==> src/rtl/scpb_pkg.sv <==
`timescale 1ns / 1ps
`default_nettype none
// ----------------------------------------------------------------------------
// scpb_pkg
// Shared types, codes and constants of the servo command packet builder.
// ----------------------------------------------------------------------------
package scpb_pkg;

  // Request operation codes
  typedef enum logic [2:0] {
    OP_RD_POS  = 3'd0,
    OP_RD_LOAD = 3'd1,
    OP_RD_TEMP = 3'd2,
    OP_WR_GOAL = 3'd3,
    OP_WR_LED  = 3'd4
  } op_e;

  localparam logic [7:0] HDR_BYTE     = 8'hFF;
  localparam logic [7:0] INSTR_READ   = 8'd2;
  localparam logic [7:0] INSTR_WRITE  = 8'd3;
  localparam logic [7:0] REG_POSITION = 8'd36;
  localparam logic [7:0] REG_LOAD     = 8'd40;
  localparam logic [7:0] REG_TEMP     = 8'h2B;
  localparam logic [7:0] REG_GOAL     = 8'h1E;
  localparam logic [7:0] REG_LED      = 8'd25;
  localparam logic [7:0] LEN_READ     = 8'd4;
  localparam logic [7:0] LEN_WRITE    = 8'd5;

  // Byte index within a packet: header bytes 0 and 1, body from 2
  localparam int unsigned IDX_W         = 4;
  localparam int unsigned BODY_IDX_W    = 3;
  localparam logic [IDX_W-1:0] IDX_BODY = 4'd2;
  localparam logic [IDX_W-1:0] IDX_LAST_READ  = 4'd7;
  localparam logic [IDX_W-1:0] IDX_LAST_WRITE = 4'd8;

  typedef struct packed {
    logic [2:0]  operation;
    logic [7:0]  servo_id;
    logic [15:0] goal_value;
    logic        led_on;
  } req_t;

  typedef struct packed {
    logic [7:0] tx_byte;
    logic       last_byte;
  } rsp_t;

  // Classified packet: body bytes (unused tail byte zero), kind, checksum
  typedef struct packed {
    logic [5:0][7:0] body;
    logic            is_write;
    logic [7:0]      checksum;
  } desc_t;

  typedef struct packed {
    logic full;
    logic empty;
  } fq_stat_t;

  typedef struct packed {
    logic out_first;
    logic busy;
  } bk_stat_t;

endpackage
`default_nettype wire

==> src/rtl/scpb_front.sv <==
`timescale 1ns / 1ps
`default_nettype none
// ----------------------------------------------------------------------------
// scpb_front
// Accepts requests, builds the packet body and checksum, drops bad codes.
// ----------------------------------------------------------------------------
module scpb_front (
  input  wire logic           clk_i,
  input  wire logic           rst_ni,
  input  wire logic           push_i,
  input  wire scpb_pkg::req_t req_i,
  output logic                full_o,
  output logic                desc_valid_o,
  output scpb_pkg::desc_t     desc_o,
  input  wire logic           desc_ready_i
);

  logic            valid_q, valid_d;
  scpb_pkg::desc_t desc_q;
  scpb_pkg::desc_t desc_new;
  logic            op_ok;
  logic            accept;
  logic [7:0]      sum;

  always_comb begin
    desc_new = '0;
    op_ok    = 1'b1;
    desc_new.body[0] = req_i.servo_id;
    case (req_i.operation)
      scpb_pkg::OP_RD_POS: begin
        desc_new.body[1] = scpb_pkg::LEN_READ;
        desc_new.body[2] = scpb_pkg::INSTR_READ;
        desc_new.body[3] = scpb_pkg::REG_POSITION;
        desc_new.body[4] = 8'd2;
      end
      scpb_pkg::OP_RD_LOAD: begin
        desc_new.body[1] = scpb_pkg::LEN_READ;
        desc_new.body[2] = scpb_pkg::INSTR_READ;
        desc_new.body[3] = scpb_pkg::REG_LOAD;
        desc_new.body[4] = 8'd2;
      end
      scpb_pkg::OP_RD_TEMP: begin
        desc_new.body[1] = scpb_pkg::LEN_READ;
        desc_new.body[2] = scpb_pkg::INSTR_READ;
        desc_new.body[3] = scpb_pkg::REG_TEMP;
        desc_new.body[4] = 8'd1;
      end
      scpb_pkg::OP_WR_GOAL: begin
        desc_new.is_write = 1'b1;
        desc_new.body[1]  = scpb_pkg::LEN_WRITE;
        desc_new.body[2]  = scpb_pkg::INSTR_WRITE;
        desc_new.body[3]  = scpb_pkg::REG_GOAL;
        desc_new.body[4]  = req_i.goal_value[7:0];
        desc_new.body[5]  = req_i.goal_value[15:8];
      end
      scpb_pkg::OP_WR_LED: begin
        desc_new.is_write = 1'b1;
        desc_new.body[1]  = scpb_pkg::LEN_WRITE;
        desc_new.body[2]  = scpb_pkg::INSTR_WRITE;
        desc_new.body[3]  = scpb_pkg::REG_LED;
        desc_new.body[4]  = {7'd0, req_i.led_on};
      end
      default: begin
        op_ok = 1'b0;
      end
    endcase
    // Unused tail byte is zero, so summing all six is safe
    sum = desc_new.body[0] + desc_new.body[1] + desc_new.body[2]
        + desc_new.body[3] + desc_new.body[4] + desc_new.body[5];
    desc_new.checksum = ~sum;
  end

  assign full_o = valid_q && !desc_ready_i;
  assign accept = push_i && !full_o;

  always_comb begin
    valid_d = valid_q;
    if (accept) begin
      valid_d = op_ok;
    end else if (desc_ready_i) begin
      valid_d = 1'b0;
    end
  end

  always_ff @(posedge clk_i or negedge rst_ni) begin
    if (!rst_ni) begin
      valid_q <= 1'b0;
    end else begin
      valid_q <= valid_d;
    end
  end

  always_ff @(posedge clk_i) begin
    if (accept) begin
      desc_q <= desc_new;
    end
  end

  assign desc_valid_o = valid_q;
  assign desc_o       = desc_q;

endmodule
`default_nettype wire

==> src/rtl/scpb_cmd_fifo.sv <==
`timescale 1ns / 1ps
`default_nettype none
// ----------------------------------------------------------------------------
// scpb_cmd_fifo
// Two-entry queue of classified packets between front and back.
// ----------------------------------------------------------------------------
module scpb_cmd_fifo (
  input  wire logic            clk_i,
  input  wire logic            rst_ni,
  input  wire logic            wr_en_i,
  input  wire scpb_pkg::desc_t wr_data_i,
  input  wire logic            rd_en_i,
  output scpb_pkg::desc_t      rd_data_o,
  output scpb_pkg::fq_stat_t   stat_o
);

  scpb_pkg::desc_t mem_q [2];
  logic            wr_ptr_q, rd_ptr_q;
  logic [1:0]      cnt_q;
  logic            do_wr, do_rd;

  assign stat_o.full  = (cnt_q == 2'd2);
  assign stat_o.empty = (cnt_q == 2'd0);
  assign do_wr = wr_en_i && !stat_o.full;
  assign do_rd = rd_en_i && !stat_o.empty;

  always_ff @(posedge clk_i or negedge rst_ni) begin
    if (!rst_ni) begin
      wr_ptr_q <= 1'b0;
      rd_ptr_q <= 1'b0;
      cnt_q    <= 2'd0;
    end else begin
      if (do_wr) wr_ptr_q <= ~wr_ptr_q;
      if (do_rd) rd_ptr_q <= ~rd_ptr_q;
      cnt_q <= cnt_q + {1'b0, do_wr} - {1'b0, do_rd};
    end
  end

  always_ff @(posedge clk_i) begin
    if (do_wr) begin
      mem_q[wr_ptr_q] <= wr_data_i;
    end
  end

  assign rd_data_o = mem_q[rd_ptr_q];

endmodule
`default_nettype wire

==> src/rtl/scpb_back.sv <==
`timescale 1ns / 1ps
`default_nettype none
// ----------------------------------------------------------------------------
// scpb_back
// Serializes one classified packet a byte per cycle into the result register,
// while that register is empty or being popped.
module scpb_back (
  input  wire logic            clk_i,
  input  wire logic            rst_ni,
  input  wire logic            desc_valid_i,
  input  wire scpb_pkg::desc_t desc_i,
  output logic                 desc_take_o,
  output logic                 empty_o,
  output scpb_pkg::rsp_t       rsp_o,
  input  wire logic            pop_i,
  output scpb_pkg::bk_stat_t   stat_o
);

  scpb_pkg::desc_t              cur_q;
  logic                         cur_valid_q, cur_valid_d;
  logic [scpb_pkg::IDX_W-1:0]   idx_q, idx_d, idx_last, idx_m2;
  scpb_pkg::rsp_t               out_q, out_byte;
  logic                         out_valid_q, out_valid_d;
  logic                         out_first_q;
  logic                         slot_free, emit, at_last;

  assign slot_free = !out_valid_q || pop_i;
  assign emit      = cur_valid_q && slot_free;
  assign idx_last  = cur_q.is_write ? scpb_pkg::IDX_LAST_WRITE : scpb_pkg::IDX_LAST_READ;
  assign at_last   = (idx_q == idx_last);
  assign idx_m2    = idx_q - scpb_pkg::IDX_BODY;
  assign desc_take_o = desc_valid_i && (!cur_valid_q || (emit && at_last));

  always_comb begin
    out_byte.last_byte = at_last;
    if (at_last) begin
      out_byte.tx_byte = cur_q.checksum;
    end else if (idx_q < scpb_pkg::IDX_BODY) begin
      out_byte.tx_byte = scpb_pkg::HDR_BYTE;
    end else begin
      out_byte.tx_byte = cur_q.body[idx_m2[scpb_pkg::BODY_IDX_W-1:0]];
    end
  end

  always_comb begin
    cur_valid_d = cur_valid_q;
    idx_d       = idx_q;
    if (emit) begin
      if (at_last) begin
        cur_valid_d = 1'b0;
        idx_d       = '0;
      end else begin
        idx_d = idx_q + 1'b1;
      end
    end
    if (desc_take_o) begin
      cur_valid_d = 1'b1;
      idx_d       = '0;
    end
    out_valid_d = out_valid_q;
    if (emit) begin
      out_valid_d = 1'b1;
    end else if (pop_i) begin
      out_valid_d = 1'b0;
    end
  end

  always_ff @(posedge clk_i or negedge rst_ni) begin
    if (!rst_ni) begin
      cur_valid_q <= 1'b0;
      idx_q       <= '0;
      out_valid_q <= 1'b0;
    end else begin
      cur_valid_q <= cur_valid_d;
      idx_q       <= idx_d;
      out_valid_q <= out_valid_d;
    end
  end

  always_ff @(posedge clk_i) begin
    if (desc_take_o) begin
      cur_q <= desc_i;
    end
    if (emit) begin
      out_q       <= out_byte;
      out_first_q <= (idx_q == '0);
    end
  end

  assign empty_o          = !out_valid_q;
  assign rsp_o            = out_q;
  assign stat_o.out_first = out_first_q;
  assign stat_o.busy      = cur_valid_q;

endmodule
`default_nettype wire

==> src/rtl/servo_command_packet_builder_core.sv <==
`timescale 1ns / 1ps
`default_nettype none
// ----------------------------------------------------------------------------
// servo_command_packet_builder_core
// Builds servo bus instruction packets from command requests, byte by byte.
// ----------------------------------------------------------------------------
// Push one request per cycle while full_o is low; each valid request yields a
// packet on the result side: two 0xFF header bytes, id, length, instruction,
// register address, parameters and the inverted 8-bit checksum, the last one
// flagged by last_byte. Reads give 8 bytes, writes 9. The back end emits one
// byte per cycle while the result register is empty or being popped, and
// packets follow each other with no gap. Requests with an undefined operation
// code are taken and produce no bytes. A request passes the front register and
// the queue into the serializer before its bytes reach the result register.
// ----------------------------------------------------------------------------
module servo_command_packet_builder_core (
  input  wire logic           clk_i,
  input  wire logic           rst_ni,
  input  wire logic           push_i,
  input  wire scpb_pkg::req_t req_i,
  output logic                full_o,
  output logic                empty_o,
  output scpb_pkg::rsp_t      rsp_o,
  input  wire logic           pop_i
);

  // Front stage to queue
  logic               fe_valid;
  scpb_pkg::desc_t    fe_desc;
  // Queue to back end
  scpb_pkg::desc_t    fq_desc;
  scpb_pkg::fq_stat_t fq_stat;
  logic               bk_take;
  scpb_pkg::bk_stat_t bk_stat;

  // Classify the request and precompute the checksum
  scpb_front u_front (
    .clk_i        (clk_i),
    .rst_ni       (rst_ni),
    .push_i       (push_i),
    .req_i        (req_i),
    .full_o       (full_o),
    .desc_valid_o (fe_valid),
    .desc_o       (fe_desc),
    .desc_ready_i (!fq_stat.full)
  );

  // Hold up to two packets so front and back stall independently
  scpb_cmd_fifo u_fifo (
    .clk_i     (clk_i),
    .rst_ni    (rst_ni),
    .wr_en_i   (fe_valid),
    .wr_data_i (fe_desc),
    .rd_en_i   (bk_take),
    .rd_data_o (fq_desc),
    .stat_o    (fq_stat)
  );

  // Transfer packet bytes to the result register one per cycle while it is free
  scpb_back u_back (
    .clk_i        (clk_i),
    .rst_ni       (rst_ni),
    .desc_valid_i (!fq_stat.empty),
    .desc_i       (fq_desc),
    .desc_take_o  (bk_take),
    .empty_o      (empty_o),
    .rsp_o        (rsp_o),
    .pop_i        (pop_i),
    .stat_o       (bk_stat)
  );

  // The first byte of every packet is a plain header byte
  a_first_is_header : assert property (@(posedge clk_i) disable iff (!rst_ni)
    (!empty_o && bk_stat.out_first) |->
      (rsp_o.tx_byte == scpb_pkg::HDR_BYTE && !rsp_o.last_byte))
    else $error("packet does not start with a header byte");

  // An undefined operation never reaches the queue
  a_drop_bad_op : assert property (@(posedge clk_i) disable iff (!rst_ni)
    (push_i && !full_o && req_i.operation > scpb_pkg::OP_WR_LED) |=> !fe_valid)
    else $error("undefined operation was forwarded");

  // The back end takes a packet only from a non-empty queue
  a_take_nonempty : assert property (@(posedge clk_i) disable iff (!rst_ni)
    bk_take |-> !fq_stat.empty)
    else $error("back end took from an empty queue");

  // A taken packet keeps the serializer busy on the next cycle
  a_take_busy : assert property (@(posedge clk_i) disable iff (!rst_ni)
    bk_take |=> bk_stat.busy)
    else $error("serializer idle after taking a packet");

endmodule
`default_nettype wire
==> config.mk <==
export PLATFORM = sky130hd
export DESIGN_NAME = servo_command_packet_builder_core
export DESIGN_NICKNAME = d
export VERILOG_FILES = /design/src/rtl/scpb_pkg.sv /design/src/rtl/scpb_front.sv /design/src/rtl/scpb_cmd_fifo.sv /design/src/rtl/scpb_back.sv /design/src/rtl/servo_command_packet_builder_core.sv
export SDC_FILE = /design/constraint.sdc
export NUM_CORES = 1
export LEC_CHECK = 0
export ABC_CLOCK_PERIOD_IN_PS = 9000
export BUFFER_PORTS_ARGS = -buffer_cell sky130_fd_sc_hd__buf_4
export CAP_MARGIN = 30
export CORE_UTILIZATION = 60
export CTS_BUF_LIST = sky130_fd_sc_hd__clkbuf_16
export CTS_CLUSTER_DIAMETER = 100
export DETAILED_ROUTE_END_ITERATION = 7
export MAX_ROUTING_LAYER = met4
export PLACE_DENSITY_LB_ADDON = 0.1
export SLEW_MARGIN = 20
export SYNTH_ARGS = -nofsm -noshare
export SYNTH_HDL_FRONTEND = slang
export SYNTH_SLANG_ARGS = --single-unit
==> constraint.sdc <==
create_clock -name clk_i -period 9 [get_ports clk_i]
set_input_delay 0.9 -clock clk_i [delete_from_list [all_inputs] [get_ports clk_i]]
set_output_delay 0.9 -clock clk_i [all_outputs]
set_load 0.005 [all_outputs]
---- Word-level counts from Yosys, hierarchy flattened ----
Memory sizes are Yosys's and may differ from the RTL's. A register that Yosys moved wholly into a read port is not among the register bits.
Index checks and enable logic that the tools add are counted.
word-level totals
  register bits ........................... 77
  latch bits .............................. 0
  memory bits (writable) .................. 114
  bits in read-only memories .............. 0
  bits of input ports ..................... 32
  output and inout port bits .............. 11
  memories ................................ 1
operators by class
  add/subtract/negate cells ............... 9
  $mul .................................... 0
  divide/modulo/power cells ............... 0
  $lt $le $gt $ge ......................... 2
  equality and inequality tests ........... 7
  shift operators ......................... 0
  mux-type cells .......................... 21
  bitwise gates (word level) .............. 3
  reduce and logical (&&, ||, !) cells .... 22
memory list
  memory        words  width  read ports  clocked after Yosys merged registers in  write ports  line                 text
  u_fifo.mem_q  2      57     1           1                                        1            scpb_cmd_fifo.sv:17  scpb_pkg::desc_t mem_q [2];
operator list
  cell                                                                           count
  32-bit one-hot mux with 5 select lines                                         1
  8-bit adder                                                                    5
  8-bit 2-to-1 mux                                                               4
  8-bit binary-select mux with 3-bit select                                      1
  4-bit 2-to-1 mux                                                               4
  1-bit 2-to-1 mux                                                               11
  8-bit inverter                                                                 1
  1-bit logical AND                                                              7
  3-bit by 2-bit == test with 1-bit output (second input constant)               2
  2-bit nonzero test                                                             3
  1-bit logical NOT                                                              5
  5-bit OR reduction                                                             1
  4-bit by 1-bit adder with 4-bit output (second input constant)                 1
  4-bit == test                                                                  1
  3-bit by 4-bit less-than comparator with 1-bit output (second input constant)  1
  4-bit by 2-bit less-than comparator with 1-bit output (second input constant)  1
  3-bit by 1-bit == test with 1-bit output (second input constant)               1
  3-bit == test (second input constant)                                          1
  3-bit logical NOT                                                              1
  3-bit by 2-bit subtractor with 3-bit output (second input constant)            1
  2-bit by 1-bit adder with 2-bit output                                         1
  2-bit == test (second input constant)                                          1
  2-bit logical NOT                                                              1
  1-bit logical OR                                                               2
  5 further kinds                                                                6

---- Depth between registers and ports, before layout ----
  depth after elaboration ................. 8
  gate-level depth with buffers ........... 17

---- Hierarchy ----
A second synthesis with hierarchy kept.
second synthesis, totals
  cell total of the unflattened synthesis .. 554
  area, all modules ....................... 9591.7 um2
modules (own cells, without submodules)
  module                             instances  cells an instance  area each (um2)  sequential area each (um2)
  scpb_cmd_fifo                      1          195                4386.7           3523.4
  scpb_back                          1          165                2859.0           2162.1
  scpb_front                         1          192                2338.5           1196.1
  servo_command_packet_builder_core  1          2                  7.5              0.0

---- Worst setup path after synthesis ----
Ideal clock, no wire load.
  path type ............................... input-to-reg
  from .................................... input req_i[27] (netlist bit)
  to ...................................... register u_front.desc_q, in the netlist u_front.desc_o[7], data pin
  arrival ................................. 4261 ps
  data required time ...................... 8741 ps
  path slack .............................. 4479 ps
  cell stages on the path ................. 17
  buffers on the path ..................... 1
  cells stage by stage .................... clkbuf_1 -> nor2_1 -> a21oi_1 -> fa_1 -> inv_1 -> fa_1 -> inv_1 -> fa_1 -> inv_1 -> ha_1 -> inv_1 -> fa_1 -> nor2b_1 -> nor3_1 -> o21bai_1 -> a21oi_1 -> xnor2_1
RTL lines
  item                  line                                     text
  start, declared       servo_command_packet_builder_core.sv:20  input wire scpb_pkg::req_t req_i,
  end signal, assigned  scpb_front.sv:95                         desc_q <= desc_new;
  end, declared         scpb_front.sv:19                         scpb_pkg::desc_t desc_q;

==> results.md <==
Global routing:
- Entering global routing, the biggest net connects 42 pins.
- The number of antenna violations at the first check in global routing is 0.
- The remaining global-route overflow is 0.
- The via count of the first global-routing pass is 3748.
- Global routing consumed, over all layers together, a little over a fifth of the routing resources.
- The first global-routing pass estimated 19320 um of wire.

Finish:
- Summing all non-filler instances in the final layout gives an area of between 8000 and 9000 sq um.
- Leaving out fill and tap cells, the most frequent cells in the layout are sky130_fd_sc_hd__edfxtp_1, sky130_fd_sc_hd__inv_1, sky130_fd_sc_hd__buf_4, sky130_fd_sc_hd__mux2_2, sky130_fd_sc_hd__nand2_1.
- The count of antenna diodes in the layout is 0.
- The net count of the finished layout is between 500 and 600.
- Cells fill a little over two thirds of the core in the end.
- Cells with a size suffix above 1 make up between 20% and 30% of the layout.
- From synthesis to final layout, the design area changed by 14.47%.
- The final instance count without filler cells is 682.
- In the final layout, flip-flops and latches occupy 5230 sq um.
- Leaving out fill and tap cells, the most frequent cell in the layout is sky130_fd_sc_hd__edfxtp_1.
- The multi-input combinational cells in the finished layout cover a total of 1936 sq um.
- The total of fill cells in the finished design is 816.

Drt:
- The remaining number of nets flagged by the antenna check after routing is 0.
- The total number of vias is 3728.
- Using the TritonRoute via totals, the vias-per-cell ratio works out to about 5.5.
- After detailed routing, the average wire length per cell comes to 17.81 um.
- Before antenna repair, the detailed router went through 5 iterations.
- The number of DRC violations after detailed-routing iteration 0 is 343.
- After detailed routing, the number of remaining DRC violations is 0.
- The routed wire length is 12150 um.

STA:
- After layout, the worst path uses 50.24% of the clock period.
- The post-route setup TNS is 0 ns.
- Between clock sinks in the finished design, the worst skew comes to 0.008479 ns.
- Setup slack on the critical path of the routed design comes to 4.478 ns.
- At the pin with the least slew margin, the transition time is 0.9413 ns.
- The minimum period implied by the final worst setup slack is 4.522 ns.
- The max-slew violation count is 0.
- In this run the tightest slew margin relative to its limit is approximately 37%.
- Setup violations remaining at the end of the flow were counted as 0.
- The worst hold margin is roughly 0.30 ns.
- The highest achievable clock rate is 221.1 MHz.
- Setup repair after global routing left no endpoint under its margin.
- The number of failing hold endpoints at the final stage is 0.

Worst setup path:
- The origin of the critical flop-to-flop path is u_back.idx_q[0].
- The worst endpoint data arrival time is 4.69 ns.
- The critical path starts at req_i[25].
- The worst setup path is launched from an input pin.
- The reg-to-reg critical path endpoint is u_fifo.cnt_q[1].
- The critical path is of the in -> reg type.
- The depth of the worst register-to-register path is 11.
- The capturing instance or port of the critical path is u_front.desc_o[7].
- For the worst setup path, the data required time is slightly above 9 ns.
- The minimum setup slack among reg-to-reg paths is 5.84 ns.
- The maximum fanout count along the critical path is 12.
- The worst setup path is captured at a register.

Yosys:
- Averaged over all synthesized cells, the footprint is 15.76 sq um.
- The number of enable-type register cells in the synthesized netlist is 165.
- In the synthesized netlist the dominant register cell turns out to be sky130_fd_sc_hd__edfxtp_1.
- By area the synthesized netlist is led by sky130_fd_sc_hd__edfxtp_1, sky130_fd_sc_hd__mux2_2, sky130_fd_sc_hd__fa_1.
- The number of warnings reported in the yosys synthesis log is 0.
- After synthesis the netlist holds a flip-flop and latch count of about 180.
- The number of cells produced by synthesis is 468.
- The fraction of registers with async set/reset is between 6 and 7%.
- After synthesis the cells add up to 7376 sq um.
- Summing the sequential cell areas from Yosys gives between 70% and 80% of the chip area.
- The post-synthesis cell type with the largest combined area is sky130_fd_sc_hd__edfxtp_1.
- Of the post-synthesis cell area, the dominant cell type holds ~67%.
- Synthesis produced a netlist with a net count of 533.
- The unique cell type count in the Yosys netlist is 40.

Power and ir drop:
- IR analysis of the VDD net gives a maximum drop of 0.1497 mV.
- Overall power consumption after layout is estimated at 2.454 mW.
- The standby leakage power is 3.283 nW.
- In this run the power density over the cells is 290.6 nW/um^2.

Clock network:
- For the worst-skew pair, the clock arrives at the later sink with an insertion delay of 0.42 ns.
- Clock tree synthesis found a total of 176 sinks.
- Buffers inserted to repair hold after CTS numbered 0.
- The H-tree level count is 4.
- The total clock buffers created by CTS is 17.
- The clock edge transition at the registers on the reported setup and hold paths is roughly 0.07 ns.
- The CTS tree is done.
- Clock tree synthesis selected as its root buffer the cell sky130_fd_sc_hd__clkbuf_16.
- The clock passes through at most 2 buffers.
- The number of instances resized during post-cts repair is 0.
- Buffers added to address setup during post-CTS repair amount to 0.

Die:
- From left edge to right edge, the die measures 112.9 um.
- The area of the die is 12740 sq um.
- The top-level I/O count is 43.
- The core region area is 12010 sq um.
- In this run the core area contains 40 standard-cell rows.
- For this configuration, the core starts out at a cell density of 61.41%.
- The height of the chip is 112.9 um.

Placement:
- The placement-stage worst setup slack is 4.016 ns.
- The cell area reported after detailed placement is 7874 sq um.
- The number of placed cells counting well taps is 649.
- The placer's final routability congestion estimate is 0.8216.
- The HPWL after detailed placement is approximately 8100 um.
- The total of buffers placed on input and output ports is 42.

Status:
- The flow ran to the end, and the final reports show no timing, DRC or antenna violations.

Flow run:
- The max-cap check violation count is 0.

Min path:
- The min-delay analysis places its worst path in the category in -> async.
-- report_power, final --
| part | internal [mW] | switching [mW] | leakage [nW] | total (mW) |
|---|---|---|---|---|
| logic | 0.252 | 0.313 | 1.34 | 0.565 |
| clock network | 0.360 | 0.311 | 0.267 | 0.672 |
| registers | 1.13 | 0.0851 | 1.67 | 1.22 |
-- registers in the layout, summed over array words and instances, names as in the netlist --
name	count
u_fifo.mem_q	78
u_back.cur_q	39
u_front.desc_o	39
u_back.rsp_o	9
u_back.idx_q	4
u_fifo.cnt_q	2
u_back.cur_valid_q	1
u_back.out_valid_q	1
u_fifo.rd_ptr_q	1
u_fifo.wr_ptr_q	1
u_front.desc_valid_o	1
-- layout make-up --
cell class | count | area share (%)
Clock buffer | 17 | 5.039
Timing Repair Buffer | 46 | 4.238
Tap cell | 147 | 2.178
Sequential cell | 176 | 61.94
Multi-Input combinational cell | 232 | 22.93
Clock inverter | 15 | 1.467
Inverter | 49 | 2.208
-- Yosys cell counts (all sizes together) (3+ instances only) --
cell type and instances:
inv 49, a21oi 19, xor2 5, nor2b 6, nand2 29, buf 8, xnor2 8, o21bai 3
and3 7, nor2 22, dfrtp 11, fa 16, mux2 39, nand2b 6, ha 17, o21ai 16
nand3 6, mux2i 10, edfxtp 165, clkbuf 3
-- kinds of logic (layout without fill, tap and decap cells) --
group / after synthesis / count (layout) / share of synthesized area [%]
XOR/XNOR: 13 / 13 / 1.544
flip-flops: 176 / 176 / 70.91
multiplexers: 49 / 49 / 7.311
AO/OA/AOI/OAI: 50 / 50 / 4.088
AND/OR/NAND/NOR: 87 / 87 / 5.785
buffers and inverters: 60 / 127 / 3.138
adder cells (fa/ha/maj): 33 / 33 / 7.226
-- how the worst min path moves through the flow --
stage,startpoint,end,slack [ns],cells past startpoint
2_1_floorplan,u_front.desc_o[0],u_fifo.mem_q[0][0],0.42,0
3_3_place_gp,u_front.desc_o[9],u_fifo.mem_q[0][9],0.42,0
3_5_place_dp,u_front.desc_o[9],u_fifo.mem_q[0][9],0.43,0
4_1_cts,rst_ni,u_back.idx_q[0],0.29,1
5_1_grt,rst_ni,u_fifo.cnt_q[0],0.29,1
6_report,rst_ni,u_back.idx_q[0],0.30,1
-- per-layer routing --
metal / share of wire, % / wire, um / vias up / global-route usage, %
met4: 0.51 / 62 / 0 / 7.456
met5: 0 / 0 / - / -
met1: 43 / 5255 / 1825 / 27.34
met3: 4.5 / 549 / 6 / 5.142
li1: - / - / 1802 / -
met2: 52 / 6282 / 95 / 34.69
-- worst max-delay path: stages --
cell and delay [ns]:
sky130_fd_sc_hd__buf_4 0.13, sky130_fd_sc_hd__nand2_1 0.09, sky130_fd_sc_hd__nor2_1 0.52, sky130_fd_sc_hd__a21oi_1 0.16
sky130_fd_sc_hd__fa_1 0.54, sky130_fd_sc_hd__inv_1 0.05, sky130_fd_sc_hd__fa_1 0.50, sky130_fd_sc_hd__inv_1 0.05
sky130_fd_sc_hd__fa_1 0.43, sky130_fd_sc_hd__inv_1 0.07, sky130_fd_sc_hd__ha_1 0.18, sky130_fd_sc_hd__inv_1 0.06
sky130_fd_sc_hd__fa_1 0.41, sky130_fd_sc_hd__nor2b_1 0.18, sky130_fd_sc_hd__nor3_1 0.08, sky130_fd_sc_hd__o21bai_1 0.13
sky130_fd_sc_hd__a21oi_1 0.09, sky130_fd_sc_hd__xnor2_1 0.13
Note: power is estimated with default switching activity, not from simulation.
